===== src/rtl/core/s256bh_pkg.sv =====
`default_nettype none
package s256bh_pkg;

    typedef struct packed {
        logic [7:0] data_byte;
        logic       has_byte;
        logic       is_last;
    } in_item_t;

    typedef struct packed {
        logic [63:0] digest_word;
        logic [1:0]  word_index;
        logic        last_word;
    } out_item_t;

    // controller -> datapath
    typedef struct packed {
        logic       load_byte;   // shift a byte into the block and count it
        logic       pad_byte;    // shift a padding byte (marker or zero)
        logic       pad_marker;  // padding byte is 0x80
        logic       len_byte;    // shift one length byte
        logic       start;       // load working vars, start 64 rounds
        logic       round;       // one round
        logic       finish;      // add working vars into chaining value
        logic       msg_reset;   // back to initial hash, zero fill and bit counts
    } dp_cmd_t;

    // datapath -> controller
    typedef struct packed {
        logic [5:0] fill;
        logic       last_round;
    } dp_stat_t;

    localparam logic [7:0] PAD_MARKER = 8'h80;
    localparam logic [5:0] LENGTH_POS = 6'd56;

    localparam logic [255:0] INIT_H = {
        32'h6a09e667, 32'hbb67ae85, 32'h3c6ef372, 32'ha54ff53a,
        32'h510e527f, 32'h9b05688c, 32'h1f83d9ab, 32'h5be0cd19};

    function automatic logic [31:0] round_k(input logic [5:0] i);
        logic [31:0] k;
        case (i)
            6'd0: k = 32'h428a2f98;  6'd1: k = 32'h71374491;
            6'd2: k = 32'hb5c0fbcf;  6'd3: k = 32'he9b5dba5;
            6'd4: k = 32'h3956c25b;  6'd5: k = 32'h59f111f1;
            6'd6: k = 32'h923f82a4;  6'd7: k = 32'hab1c5ed5;
            6'd8: k = 32'hd807aa98;  6'd9: k = 32'h12835b01;
            6'd10: k = 32'h243185be; 6'd11: k = 32'h550c7dc3;
            6'd12: k = 32'h72be5d74; 6'd13: k = 32'h80deb1fe;
            6'd14: k = 32'h9bdc06a7; 6'd15: k = 32'hc19bf174;
            6'd16: k = 32'he49b69c1; 6'd17: k = 32'hefbe4786;
            6'd18: k = 32'h0fc19dc6; 6'd19: k = 32'h240ca1cc;
            6'd20: k = 32'h2de92c6f; 6'd21: k = 32'h4a7484aa;
            6'd22: k = 32'h5cb0a9dc; 6'd23: k = 32'h76f988da;
            6'd24: k = 32'h983e5152; 6'd25: k = 32'ha831c66d;
            6'd26: k = 32'hb00327c8; 6'd27: k = 32'hbf597fc7;
            6'd28: k = 32'hc6e00bf3; 6'd29: k = 32'hd5a79147;
            6'd30: k = 32'h06ca6351; 6'd31: k = 32'h14292967;
            6'd32: k = 32'h27b70a85; 6'd33: k = 32'h2e1b2138;
            6'd34: k = 32'h4d2c6dfc; 6'd35: k = 32'h53380d13;
            6'd36: k = 32'h650a7354; 6'd37: k = 32'h766a0abb;
            6'd38: k = 32'h81c2c92e; 6'd39: k = 32'h92722c85;
            6'd40: k = 32'ha2bfe8a1; 6'd41: k = 32'ha81a664b;
            6'd42: k = 32'hc24b8b70; 6'd43: k = 32'hc76c51a3;
            6'd44: k = 32'hd192e819; 6'd45: k = 32'hd6990624;
            6'd46: k = 32'hf40e3585; 6'd47: k = 32'h106aa070;
            6'd48: k = 32'h19a4c116; 6'd49: k = 32'h1e376c08;
            6'd50: k = 32'h2748774c; 6'd51: k = 32'h34b0bcb5;
            6'd52: k = 32'h391c0cb3; 6'd53: k = 32'h4ed8aa4a;
            6'd54: k = 32'h5b9cca4f; 6'd55: k = 32'h682e6ff3;
            6'd56: k = 32'h748f82ee; 6'd57: k = 32'h78a5636f;
            6'd58: k = 32'h84c87814; 6'd59: k = 32'h8cc70208;
            6'd60: k = 32'h90befffa; 6'd61: k = 32'ha4506ceb;
            6'd62: k = 32'hbef9a3f7; 6'd63: k = 32'hc67178f2;
            default: k = 32'h0;
        endcase
        return k;
    endfunction

endpackage
`default_nettype wire


===== src/rtl/core/s256bh_datapath.sv =====
`default_nettype none
module s256bh_datapath (
    input  wire logic                 clk,
    input  wire logic                 rst_n,
    input  wire s256bh_pkg::dp_cmd_t  cmd,
    input  wire logic [7:0]           byte_in,
    output s256bh_pkg::dp_stat_t      stat,
    output logic [255:0]              hash
);
    import s256bh_pkg::*;

    // 16-word message schedule window, kept as a byte shift line
    logic [511:0] win_reg, win_next;
    logic [255:0] h_reg, h_next;
    logic [255:0] v_reg, v_next;
    logic [5:0]   fill_reg, fill_next;
    logic [5:0]   rnd_reg, rnd_next;
    logic [63:0]  bits_reg, bits_next;

    logic [31:0] w0, w1, w9, w14, s0, s1, w_new;
    logic [31:0] a, b, c, d, e, f, g, h;
    logic [31:0] big0, big1, ch, maj, t1, t2;
    logic [7:0]  len_b, shift_b;

    always_comb
    begin
        w0  = win_reg[511:480];
        w1  = win_reg[479:448];
        w9  = win_reg[223:192];
        w14 = win_reg[63:32];
        s0  = {w1[6:0], w1[31:7]} ^ {w1[17:0], w1[31:18]} ^ (w1 >> 3);
        s1  = {w14[16:0], w14[31:17]} ^ {w14[18:0], w14[31:19]} ^ (w14 >> 10);
        w_new = w0 + s0 + w9 + s1;
        {a, b, c, d, e, f, g, h} = v_reg;
        big1 = {e[5:0], e[31:6]} ^ {e[10:0], e[31:11]} ^ {e[24:0], e[31:25]};
        ch   = (e & f) ^ (~e & g);
        t1   = h + big1 + ch + round_k(rnd_reg) + w0;
        big0 = {a[1:0], a[31:2]} ^ {a[12:0], a[31:13]} ^ {a[21:0], a[31:22]};
        maj  = (a & b) ^ (a & c) ^ (b & c);
        t2   = big0 + maj;
        len_b = bits_reg[63:56];
    end

    always_comb
    begin
        win_next  = win_reg;
        h_next    = h_reg;
        v_next    = v_reg;
        fill_next = fill_reg;
        rnd_next  = rnd_reg;
        bits_next = bits_reg;
        shift_b   = 8'h00;
        if (cmd.load_byte)
            shift_b = byte_in;
        else if (cmd.pad_byte && cmd.pad_marker)
            shift_b = PAD_MARKER;
        else if (cmd.len_byte)
            shift_b = len_b;
        if (cmd.load_byte || cmd.pad_byte || cmd.len_byte) begin
            win_next  = {win_reg[503:0], shift_b};
            fill_next = fill_reg + 6'd1;
        end
        if (cmd.load_byte)
            bits_next = bits_reg + 64'd8;
        if (cmd.len_byte)
            bits_next = {bits_reg[55:0], len_b};  // rotates back after 8 bytes
        if (cmd.start) begin
            v_next   = h_reg;
            rnd_next = 6'd0;
        end
        if (cmd.round) begin
            v_next   = {t1 + t2, a, b, c, d + t1, e, f, g};
            win_next = {win_reg[479:0], w_new};
            rnd_next = rnd_reg + 6'd1;
        end
        if (cmd.finish) begin
            for (int i = 0; i < 8; i++)
                h_next[i*32 +: 32] = h_reg[i*32 +: 32] + v_reg[i*32 +: 32];
        end
        if (cmd.msg_reset) begin
            h_next    = INIT_H;
            fill_next = 6'd0;
            bits_next = 64'd0;
        end
    end

    always_ff @(posedge clk or negedge rst_n)
    begin
        if (!rst_n) begin
            h_reg    <= INIT_H;
            fill_reg <= 6'd0;
            rnd_reg  <= 6'd0;
            bits_reg <= 64'd0;
        end else begin
            h_reg    <= h_next;
            fill_reg <= fill_next;
            rnd_reg  <= rnd_next;
            bits_reg <= bits_next;
        end
    end

    always_ff @(posedge clk)
    begin
        win_reg <= win_next;
        v_reg   <= v_next;
    end

    assign stat.fill       = fill_reg;
    assign stat.last_round = (rnd_reg == 6'd63);
    assign hash            = h_reg;
endmodule
`default_nettype wire


===== src/rtl/core/s256bh_ctrl.sv =====
`default_nettype none
module s256bh_ctrl (
    input  wire logic                  clk,
    input  wire logic                  rst_n,
    input  wire logic                  in_valid,
    output logic                       in_ready,
    input  wire s256bh_pkg::in_item_t  in_data,
    output logic                       out_valid,
    input  wire logic                  out_ready,
    output s256bh_pkg::out_item_t      out_data,
    output s256bh_pkg::dp_cmd_t        cmd,
    input  wire s256bh_pkg::dp_stat_t  stat,
    input  wire logic [255:0]          hash
);
    import s256bh_pkg::*;

    typedef enum logic [7:0] {
        S_IDLE   = 8'b0000_0001,
        S_START  = 8'b0000_0010,
        S_ROUND  = 8'b0000_0100,
        S_FINISH = 8'b0000_1000,
        S_MARK   = 8'b0001_0000,
        S_ZERO   = 8'b0010_0000,
        S_LEN    = 8'b0100_0000,
        S_OUT    = 8'b1000_0000
    } state_t;

    state_t     state_reg, state_next;
    logic       fin_reg, fin_next;     // message is ending, marker still to go
    logic       mark_reg, mark_next;   // marker placed, padding under way
    logic       final_reg, final_next; // this compression is the last one
    logic [1:0] idx_reg, idx_next;
    logic       take;

    assign in_ready = (state_reg == S_IDLE);
    assign take     = in_valid && in_ready;

    always_comb
    begin
        state_next = state_reg;
        fin_next   = fin_reg;
        mark_next  = mark_reg;
        final_next = final_reg;
        idx_next   = idx_reg;
        cmd        = '0;
        case (state_reg)
            S_IDLE:
                if (take) begin
                    cmd.load_byte = in_data.has_byte;
                    fin_next      = in_data.is_last;
                    if (in_data.has_byte && stat.fill == 6'd63)
                        state_next = S_START;
                    else if (in_data.is_last)
                        state_next = S_MARK;
                end
            S_START:
            begin
                cmd.start  = 1'b1;
                state_next = S_ROUND;
            end
            S_ROUND:
            begin
                cmd.round = 1'b1;
                if (stat.last_round)
                    state_next = S_FINISH;
            end
            S_FINISH:
            begin
                cmd.finish = 1'b1;
                if (final_reg) begin
                    final_next = 1'b0;
                    mark_next  = 1'b0;
                    idx_next   = 2'd0;
                    state_next = S_OUT;
                end else if (mark_reg)
                    state_next = S_ZERO;
                else if (fin_reg)
                    state_next = S_MARK;
                else
                    state_next = S_IDLE;
            end
            S_MARK:
            begin
                // marker after the message bytes; at fill 63 it closes the block
                cmd.pad_byte   = 1'b1;
                cmd.pad_marker = 1'b1;
                fin_next       = 1'b0;
                mark_next      = 1'b1;
                state_next     = (stat.fill == 6'd63) ? S_START : S_ZERO;
            end
            S_ZERO:
            begin
                if (stat.fill == LENGTH_POS) begin
                    state_next = S_LEN;
                end else begin
                    cmd.pad_byte = 1'b1;
                    if (stat.fill == 6'd63)
                        state_next = S_START;
                end
            end
            S_LEN:
            begin
                cmd.len_byte = 1'b1;
                if (stat.fill == 6'd63) begin
                    final_next = 1'b1;
                    state_next = S_START;
                end
            end
            S_OUT:
                if (out_ready) begin
                    idx_next = idx_reg + 2'd1;
                    if (idx_reg == 2'd3) begin
                        cmd.msg_reset = 1'b1;
                        state_next    = S_IDLE;
                    end
                end
            default:
                state_next = S_IDLE;
        endcase
    end

    always_ff @(posedge clk or negedge rst_n)
    begin
        if (!rst_n) begin
            state_reg <= S_IDLE;
            fin_reg   <= 1'b0;
            mark_reg  <= 1'b0;
            final_reg <= 1'b0;
            idx_reg   <= 2'd0;
        end else begin
            state_reg <= state_next;
            fin_reg   <= fin_next;
            mark_reg  <= mark_next;
            final_reg <= final_next;
            idx_reg   <= idx_next;
        end
    end

    always_comb
    begin
        out_valid            = (state_reg == S_OUT);
        out_data.digest_word = hash[255 - {idx_reg, 6'd0} -: 64];
        out_data.word_index  = idx_reg;
        out_data.last_word   = (idx_reg == 2'd3);
    end
endmodule
`default_nettype wire


===== src/rtl/core/sha256_byte_stream_hasher_core.sv =====
// A plain byte is shifted in and in_ready stays high; a byte that fills a block
//   adds a compression (start, 64 rounds at one per cycle in the shared round
//   unit, final add). A last beat pads the block byte by byte with one or two
//   compressions, then four digest beats, one per cycle while the sink is ready.
// One item at a time: in_ready is low during compression, padding and output.
// rst_n (async, active low) loads the initial hash and clears counts and control.
`default_nettype none
module sha256_byte_stream_hasher_core (
    input  wire logic                   clk,
    input  wire logic                   rst_n,
    input  wire logic                   in_valid,
    output logic                        in_ready,
    input  wire s256bh_pkg::in_item_t   in_data,
    output logic                        out_valid,
    input  wire logic                   out_ready,
    output s256bh_pkg::out_item_t       out_data
);
    import s256bh_pkg::*;

    dp_cmd_t      cmd;
    dp_stat_t     stat;
    logic [255:0] hash;

    // controller for handshakes, padding sequence, round sequencing and digest beats
    s256bh_ctrl u_ctrl (
        .clk       (clk),
        .rst_n     (rst_n),
        .in_valid  (in_valid),
        .in_ready  (in_ready),
        .in_data   (in_data),
        .out_valid (out_valid),
        .out_ready (out_ready),
        .out_data  (out_data),
        .cmd       (cmd),
        .stat      (stat),
        .hash      (hash)
    );

    // datapath: block shift line doubles as the schedule window, one round/cycle
    s256bh_datapath u_dp (
        .clk     (clk),
        .rst_n   (rst_n),
        .cmd     (cmd),
        .byte_in (in_data.data_byte),
        .stat    (stat),
        .hash    (hash)
    );
endmodule
`default_nettype wire


===== config.mk =====
export PLATFORM = sky130hd
export DESIGN_NAME = sha256_byte_stream_hasher_core
export DESIGN_NICKNAME = d
export VERILOG_FILES = /design/src/rtl/core/s256bh_pkg.sv /design/src/rtl/core/s256bh_datapath.sv /design/src/rtl/core/s256bh_ctrl.sv /design/src/rtl/core/sha256_byte_stream_hasher_core.sv
export SDC_FILE = /design/constraint.sdc
export NUM_CORES = 2
export LEC_CHECK = 0
export BUFFER_PORTS_ARGS = -buffer_cell sky130_fd_sc_hd__clkbuf_2
export CAP_MARGIN = 30
export CORE_AREA = 2 2 346 348
export CTS_BUF_LIST = sky130_fd_sc_hd__clkbuf_8
export DETAILED_ROUTE_END_ITERATION = 6
export DIE_AREA = 0 0 348 350
export GPL_TIMING_DRIVEN = 1
export PLACE_DENSITY_LB_ADDON = 0.25
export REMOVE_ABC_BUFFERS = 1
export SYNTH_ARGS = -nofsm -noshare
export SYNTH_HDL_FRONTEND = slang
export SYNTH_SLANG_ARGS = --single-unit

===== constraint.sdc =====
create_clock -name clk -period 21.7 [get_ports clk]
set_input_delay 1.085 -clock clk [delete_from_list [all_inputs] [get_ports clk]]
set_output_delay 1.085 -clock clk [all_outputs]
set_load 0.01 [all_outputs]

# Yosys cells after proc, flatten, opt, wreduce, memory -nomap -nowiden
# Memory sizes are Yosys's and may differ from the RTL's.
# Cells that the tools add are included.
[totals]
reg_bits = 1113
romBits = 2048
output_inout_bits = 69
elab_cells = 141
mem_count = 1
[mem_list]
columns = ["name", "words", "word_bits", "read_ports", "rd_ports_with_merged_regs", "wr", "line", "source"]
rows = [
  ["(name not given)", 64, 32, 1, 0, 0, "s256bh_pkg.sv:43", "case (i)"],
]
[op_classes]
addsub = 23
n_eq_ne = 19
shift = 1
n_mux = 50
bitwise_logic = 17
reduce_logical = 19
[ops]
columns = ["op", "n"]
rows = [
  ["$mux W256", 4],
  ["$mux W512", 2],
  ["$add A32 B32 Y32", 18],
  ["$shiftx A319 B33 Y64", 1],
  ["$xor A32 B32 Y32", 9],
  ["$mux W64", 3],
  ["$and A32 B32 Y32", 5],
  ["$mux W8", 12],
  ["$add A64 B4 Y64 const B", 1],
  ["$pmux W8 S8", 1],
  ["$mux W6", 6],
  ["$not A32 Y32", 1],
  ["$xor A32 B22 Y32", 1],
  ["$xor A32 B29 Y32", 1],
  ["$eq A6 B6 Y1 const B", 3],
  ["$reduce_bool A2 Y1", 8],
  ["$mux W1", 14],
  ["$add A6 B1 Y6 const B", 2],
  ["$sub A8 B8 Y9 const A", 1],
  ["$eq A8 B1 Y1 const B", 1],
  ["$eq A8 B2 Y1 const B", 1],
  ["$eq A8 B3 Y1 const B", 1],
  ["$eq A8 B4 Y1 const B", 1],
  ["$eq A8 B5 Y1 const B", 1],
  ["18 further kinds", 31],
]

# Depth between registers and ports, before layout
[logic_depth]
ltp_word = 8
depth_mapped = 44
ltp_nobuf = 42

# Modules after synthesis
# A second synthesis with hierarchy kept.
[unflattened]
cells_unflattened = 7177
area_unflattened_um2 = 77284.1
[by_module_without_submodules]
columns = ["mod", "n_inst", "cells_each", "area_per_inst_um2"]
rows = [
  ["s256bh_datapath", 1, 7004, 74890.6],
  ["s256bh_ctrl", 1, 173, 2393.5],
]

# Least setup slack after synthesis
# Ideal clock, no wire load.
[synth_timing]
kind = "reg2reg"
startpoint = "register u_ctrl.state_reg[0]"
endpoint = "register u_dp.win_reg[0], enable pin"
setup_time_ps = 3648
arrival_time_ps = 10107
t_required_ps = 18052
slack_ps = 7945
stages_incl_launch_ff = 9
n_path_buf = 4
period_less_slack_ps = 13755
cell_sequence = "dfstp_2 -> nor4_1 -> nand2_1 -> or2_2 -> clkbuf_1 -> clkbuf_1 -> clkbuf_1 -> clkbuf_1 -> nand2_1"
[synth_between]
elab_chain_cells = 7
elab_cells_between_ends = 14
cone_classes = "eq/ne (5); mux (5); reduce/logical (4)"
[synth_rtl]
columns = ["element", "line", "source"]
rows = [
  ["start, declared", "s256bh_ctrl.sv:28", "state_t state_reg, state_next;"],
  ["start signal, assigned", "s256bh_ctrl.sv:131", "state_reg <= state_next;"],
  ["$eq A8 B1 Y1", "s256bh_ctrl.sv:35, s256bh_ctrl.sv:46", ""],
  ["$logic_and A1 B1 Y1", "s256bh_ctrl.sv:36", "assign take = in_valid && in_ready;"],
  ["$mux W1", "s256bh_ctrl.sv:48", "if (take) begin"],
  ["$mux W1", "s256bh_ctrl.sv:46", "case (state_reg)"],
  ["$logic_or A1 B1 Y1 (2 in series)", "s256bh_datapath.sv:59", "if (cmd.load_byte || cmd.pad_byte || cmd.len_byte) begin"],
  ["$reduce_bool A2 Y1 (no source line) *", "--", ""],
  ["end signal, assigned", "s256bh_datapath.sv:104", "win_reg <= win_next;"],
  ["end, declared", "s256bh_datapath.sv:13", "logic [511:0] win_reg, win_next;"],
]
# Every way passes the cells marked *; elsewhere a longest branch is shown, timed or not.
# A chain may end at the register's enable or synchronous reset.

# Final worst setup path
[layout_timing]
startpoint = "register u_dp.rnd_reg[1]"
endpoint = "register u_dp.v_reg[255] (data pin)"
[layout_between]
elab_chain_cells = 5
[layout_rtl]
columns = ["element", "line", "source"]
rows = [
  ["start, declared", "s256bh_datapath.sv:17", "logic [5:0] rnd_reg, rnd_next;"],
  ["start signal, assigned", "s256bh_datapath.sv:97", "rnd_reg <= rnd_next;"],
  ["$mem_v2 Z64 W32", "--", ""],
  ["$add A32 B32 Y32 (2 in series)", "s256bh_datapath.sv:37", "t1 = h + big1 + ch + round_k(rnd_reg) + w0;"],
  ["$add A32 B32 Y32", "s256bh_datapath.sv:72", "v_next = {t1 + t2, a, b, c, d + t1, e, f, g};"],
  ["$mux W256", "s256bh_datapath.sv:71", "if (cmd.round) begin"],
  ["named net u_dp.v_next[255]", "s256bh_datapath.sv:15", "logic [255:0] v_reg, v_next;"],
  ["end signal, assigned", "s256bh_datapath.sv:105", "v_reg <= v_next;"],
  ["end, declared", "s256bh_datapath.sv:15", ""],
]
# The timed path passes the listed nets, and every way through them passes these cells.

==> results by group <==
Outcome
  – Outcome: finished, violations left
  – Failing checks: DRC

Placed design
  – Gpl congestion: approximately 1.0
  – Port Buffers: 82
  – Placed cell area: approximately 77000 um2
  – Hpwl dp: approximately 170000 um
  – Placed Cells: about 9600

Layout
  – Max reg flops: approximately 510
  – Share of cells above drive strength 1: 0.0817
  – Synthesis-to-finish area growth: 6.92%
  – Finished Layout Cells: just under 10000
  – Commonest non-fill, non-tap cell in the layout: nand2_1
  – Nets@finish: 8853
  – Register area: between 30000 and 40000 um2
  – Most frequent cells in the layout: 2387 x nand2_1, 768 x edfxtp_1, 571 x o21ai_0, 463 x a21oi_1, 413 x inv_1
  – Post-route cell area: between 80000 and 90000 um2
  – Multi-input logic area: just over 40000 um2
  – FILL cells: approximately 9300
  – Post-layout util: 0.690

Worst setup path
  – Arr. time, crit path: between 10 and 15 ns
  – Slowest CP cell: ha_1
  – Worst-path fanout max: 19
  – Crit-path max cell delay: just under 1 ns
  – Top cell by count, worst path: inv_1
  – CP endpoint kind: flip-flop
  – Startpoint types: flip-flop
  – WS Path Type: reg2reg
  – WP data required: 22.35 ns

Clocking
  – CTS tree: built
  – CTS Root Cell: clkbuf_8
  – Post-CTS Repair Setup Buffers: 0
  – PostCTS Resize Cnt: 0
  – CTS buffer count: 190
  – Max Root-Sink Buffers: 3
  – Hold_buf cts: 0
  – CTS H-tree lvls: 4
  – Clock transition time at the flip-flop clock pins of the worst setup and hold paths: 0.06 ns
  – Skew-Pair Late Insertion Delay: approximately 0.95 ns
  – Clk sink count: around 1100

Detailed routing
  – Initial drt markers: slightly above 8000
  – ANT nets after route: 0
  – Drt pass-1 iters: 7
  – Via density: ~6.3
  – DR DRC count: 2
  – Drt total wl: approximately 240000 um
  – Routed via count: between 60000 and 70000
  – Routed length per instance: approximately 24 um

Synth
  – Seq cells post-synth: 1113
  – Synthesized area per cell: 9.07 um2
  – Asr flop ratio synth: 0.310
  – Ys flop type: edfxtp_1
  – Distinct cells, synth: 92
  – Cells after synthesis: approximately 8400
  – Number of synthesized flops with an enable pin: ~770
  – Mapped Area: ~76000 um2
  – Sequential fraction of the synthesis area: 0.419
  – Yosys Warn Count: 0

Timing
  – Min Hold Slack: 0.0595 ns
  – Final setup vio count: 0
  – Slew @ Worst Pin: 1.05 ns
  – Max Clk Rate: between 0.09 and 0.1 GHz
  – Fin. max-slew vios: 0
  – Slew headroom: 0.300
  – Final cycle utilization of the critical path: 0.499
  – Final Hold Fails: 0
  – Final clock skew: 0.0498 ns
  – RSZ-0062 raised after global routing: false
  – Tmin final: around 11 ns

Floorplan
  – # rows: 126
  – DIE HEIGHT: roughly 350 um
  – CORE AREA: 118000 um2
  – DIE AREA: 122000 um2
  – Chip Width: 348 um
  – Initial core utilization: 0.646
  – I/O pin count: between 80 and 90

Flow run
  – Max-cap violations: 0

Pwr
  – Leakage: 35.5 nW
  – Power per cell area: 154 nW/um2
  – VDD IR max: around 220 uV
  – Total Power: 12.6 mW

Worst hold path
  – HP Class: in2async

GRT
  – First-pass GRT wire length: 362000 um
  – GRT Util Overall: 0.392
  – Vias in the first global route: about 60000
  – Overflow left after global routing: 0
  – Largest net degree at the start of global routing: ~180
  – Initial antenna violation count: 5
## cell families after synthesis
group,count (synthesis),share of synthesized area
xor gates and xnor gates,617,0.0711
AOI/OAI and AO/OA,1760,0.142
adders and majority gates,594,0.117
and+or+nand+nor,3339,0.182
buffers and inverters,835,0.0414
muxes,122,0.0274
DFF,1113,0.419
## critical path, delay by kind of cell (launching register included)
family / cells / cell delay (ns)
buffers and inverters: 6 / 0.82
AOI/OAI and AO/OA: 16 / 4.23
and+or+nand+nor: 2 / 0.70
adders and majority gates: 7 / 3.61
xor gates and xnor gates: 2 / 0.41
DFF: 1 / 0.77
## cell type report
class / instances / share of cell area
repair buffers: 158 / 0.0143
well taps: 1536 / 0.0236
clock buffers: 215 / 0.0364
inverters: 353 / 0.0164
multi-input cells: 6432 / 0.505
diodes: 2 / 0.0000616
clock inverters: 137 / 0.0119
flip-flops and latches: 1113 / 0.392
## synthesized netlist by cell type (34+ instances only)
| master | count | share of area |
|---|---|---|
| buf_1 | 36 | 0.0018 |
| o21bai_1 | 38 | 0.0038 |
| nor3_1 | 118 | 0.0078 |
| nand3_1 | 171 | 0.011 |
| o21a_1 | 57 | 0.0056 |
| and3_1 | 40 | 0.0033 |
| inv_1 | 352 | 0.017 |
| or3_1 | 35 | 0.0029 |
| nand4_1 | 34 | 0.0028 |
| nand2_1 | 2389 | 0.12 |
| a21oi_1 | 463 | 0.030 |
| nand2b_1 | 74 | 0.0061 |
| fa_1 | 195 | 0.051 |
| o21ai_0 | 571 | 0.038 |
| ha_1 | 396 | 0.065 |
| a31oi_1 | 59 | 0.0049 |
| dfrtp_1 | 208 | 0.068 |
| a21o_1 | 214 | 0.021 |
| edfxtp_1 | 768 | 0.30 |
| a211oi_1 | 76 | 0.0075 |
| mux4_2 | 68 | 0.020 |
| o31ai_1 | 38 | 0.0038 |
| xor2_1 | 269 | 0.031 |
| o211ai_1 | 42 | 0.0041 |
| nor2b_1 | 54 | 0.0044 |
| xnor2_1 | 348 | 0.040 |
| nor2_1 | 329 | 0.016 |
| mux2i_1 | 44 | 0.0058 |
| dfstp_2 | 137 | 0.047 |
| clkbuf_1 | 436 | 0.022 |
## power breakdown
group          internal [mW]  switching [mW]  leakage [nW]
clock                   1.05           0.946          2.24
combinational           2.87            4.14          22.3
sequential              2.99           0.566          11.0
## stage by stage
step / setup slack, ns / setup TNS, ns
floorplan: -10.07 / -5926.37
global placement: 11.50 / 0
detailed placement: 11.26 / 0
CTS: 11.24 / 0
global route: 10.53 / 0
finish: 10.88 / 0
## path summary, 6_finish.rpt
kind	startpoint	cells after the start	to	slack (ns)
worst max-delay path	u_dp.rnd_reg[1]$_DFFE_PN0P_	33	u_dp.v_reg[255]$_DFFE_PP_	10.88
worst min-delay path	rst_n	1	u_dp.hash[162]$_DFFE_PN0P_	0.06
worst max register to register	u_dp.rnd_reg[1]$_DFFE_PN0P_	33	u_dp.v_reg[255]$_DFFE_PP_	10.88
worst min register to register	u_dp.hash[141]$_DFFE_PN1P_	2	u_dp.hash[141]$_DFFE_PN1P_	0.53
max in group asynchronous	rst_n	3	u_dp.hash[54]$_DFFE_PN0P_	19.71
min in group clk	in_data[0]	3	u_ctrl.fin_reg$_DFFE_PN0P_	0.42
## per-layer routing
metal / up-vias / global-route usage / share of wire
met5: - / 0 / 0.00016
met4: 6 / 0.150 / 0.040
met3: 554 / 0.0954 / 0.11
met2: 3331 / 0.579 / 0.43
met1: 30600 / 0.559 / 0.42
li1: 28700 / - / -
Power figures use the tool's default switching activity.
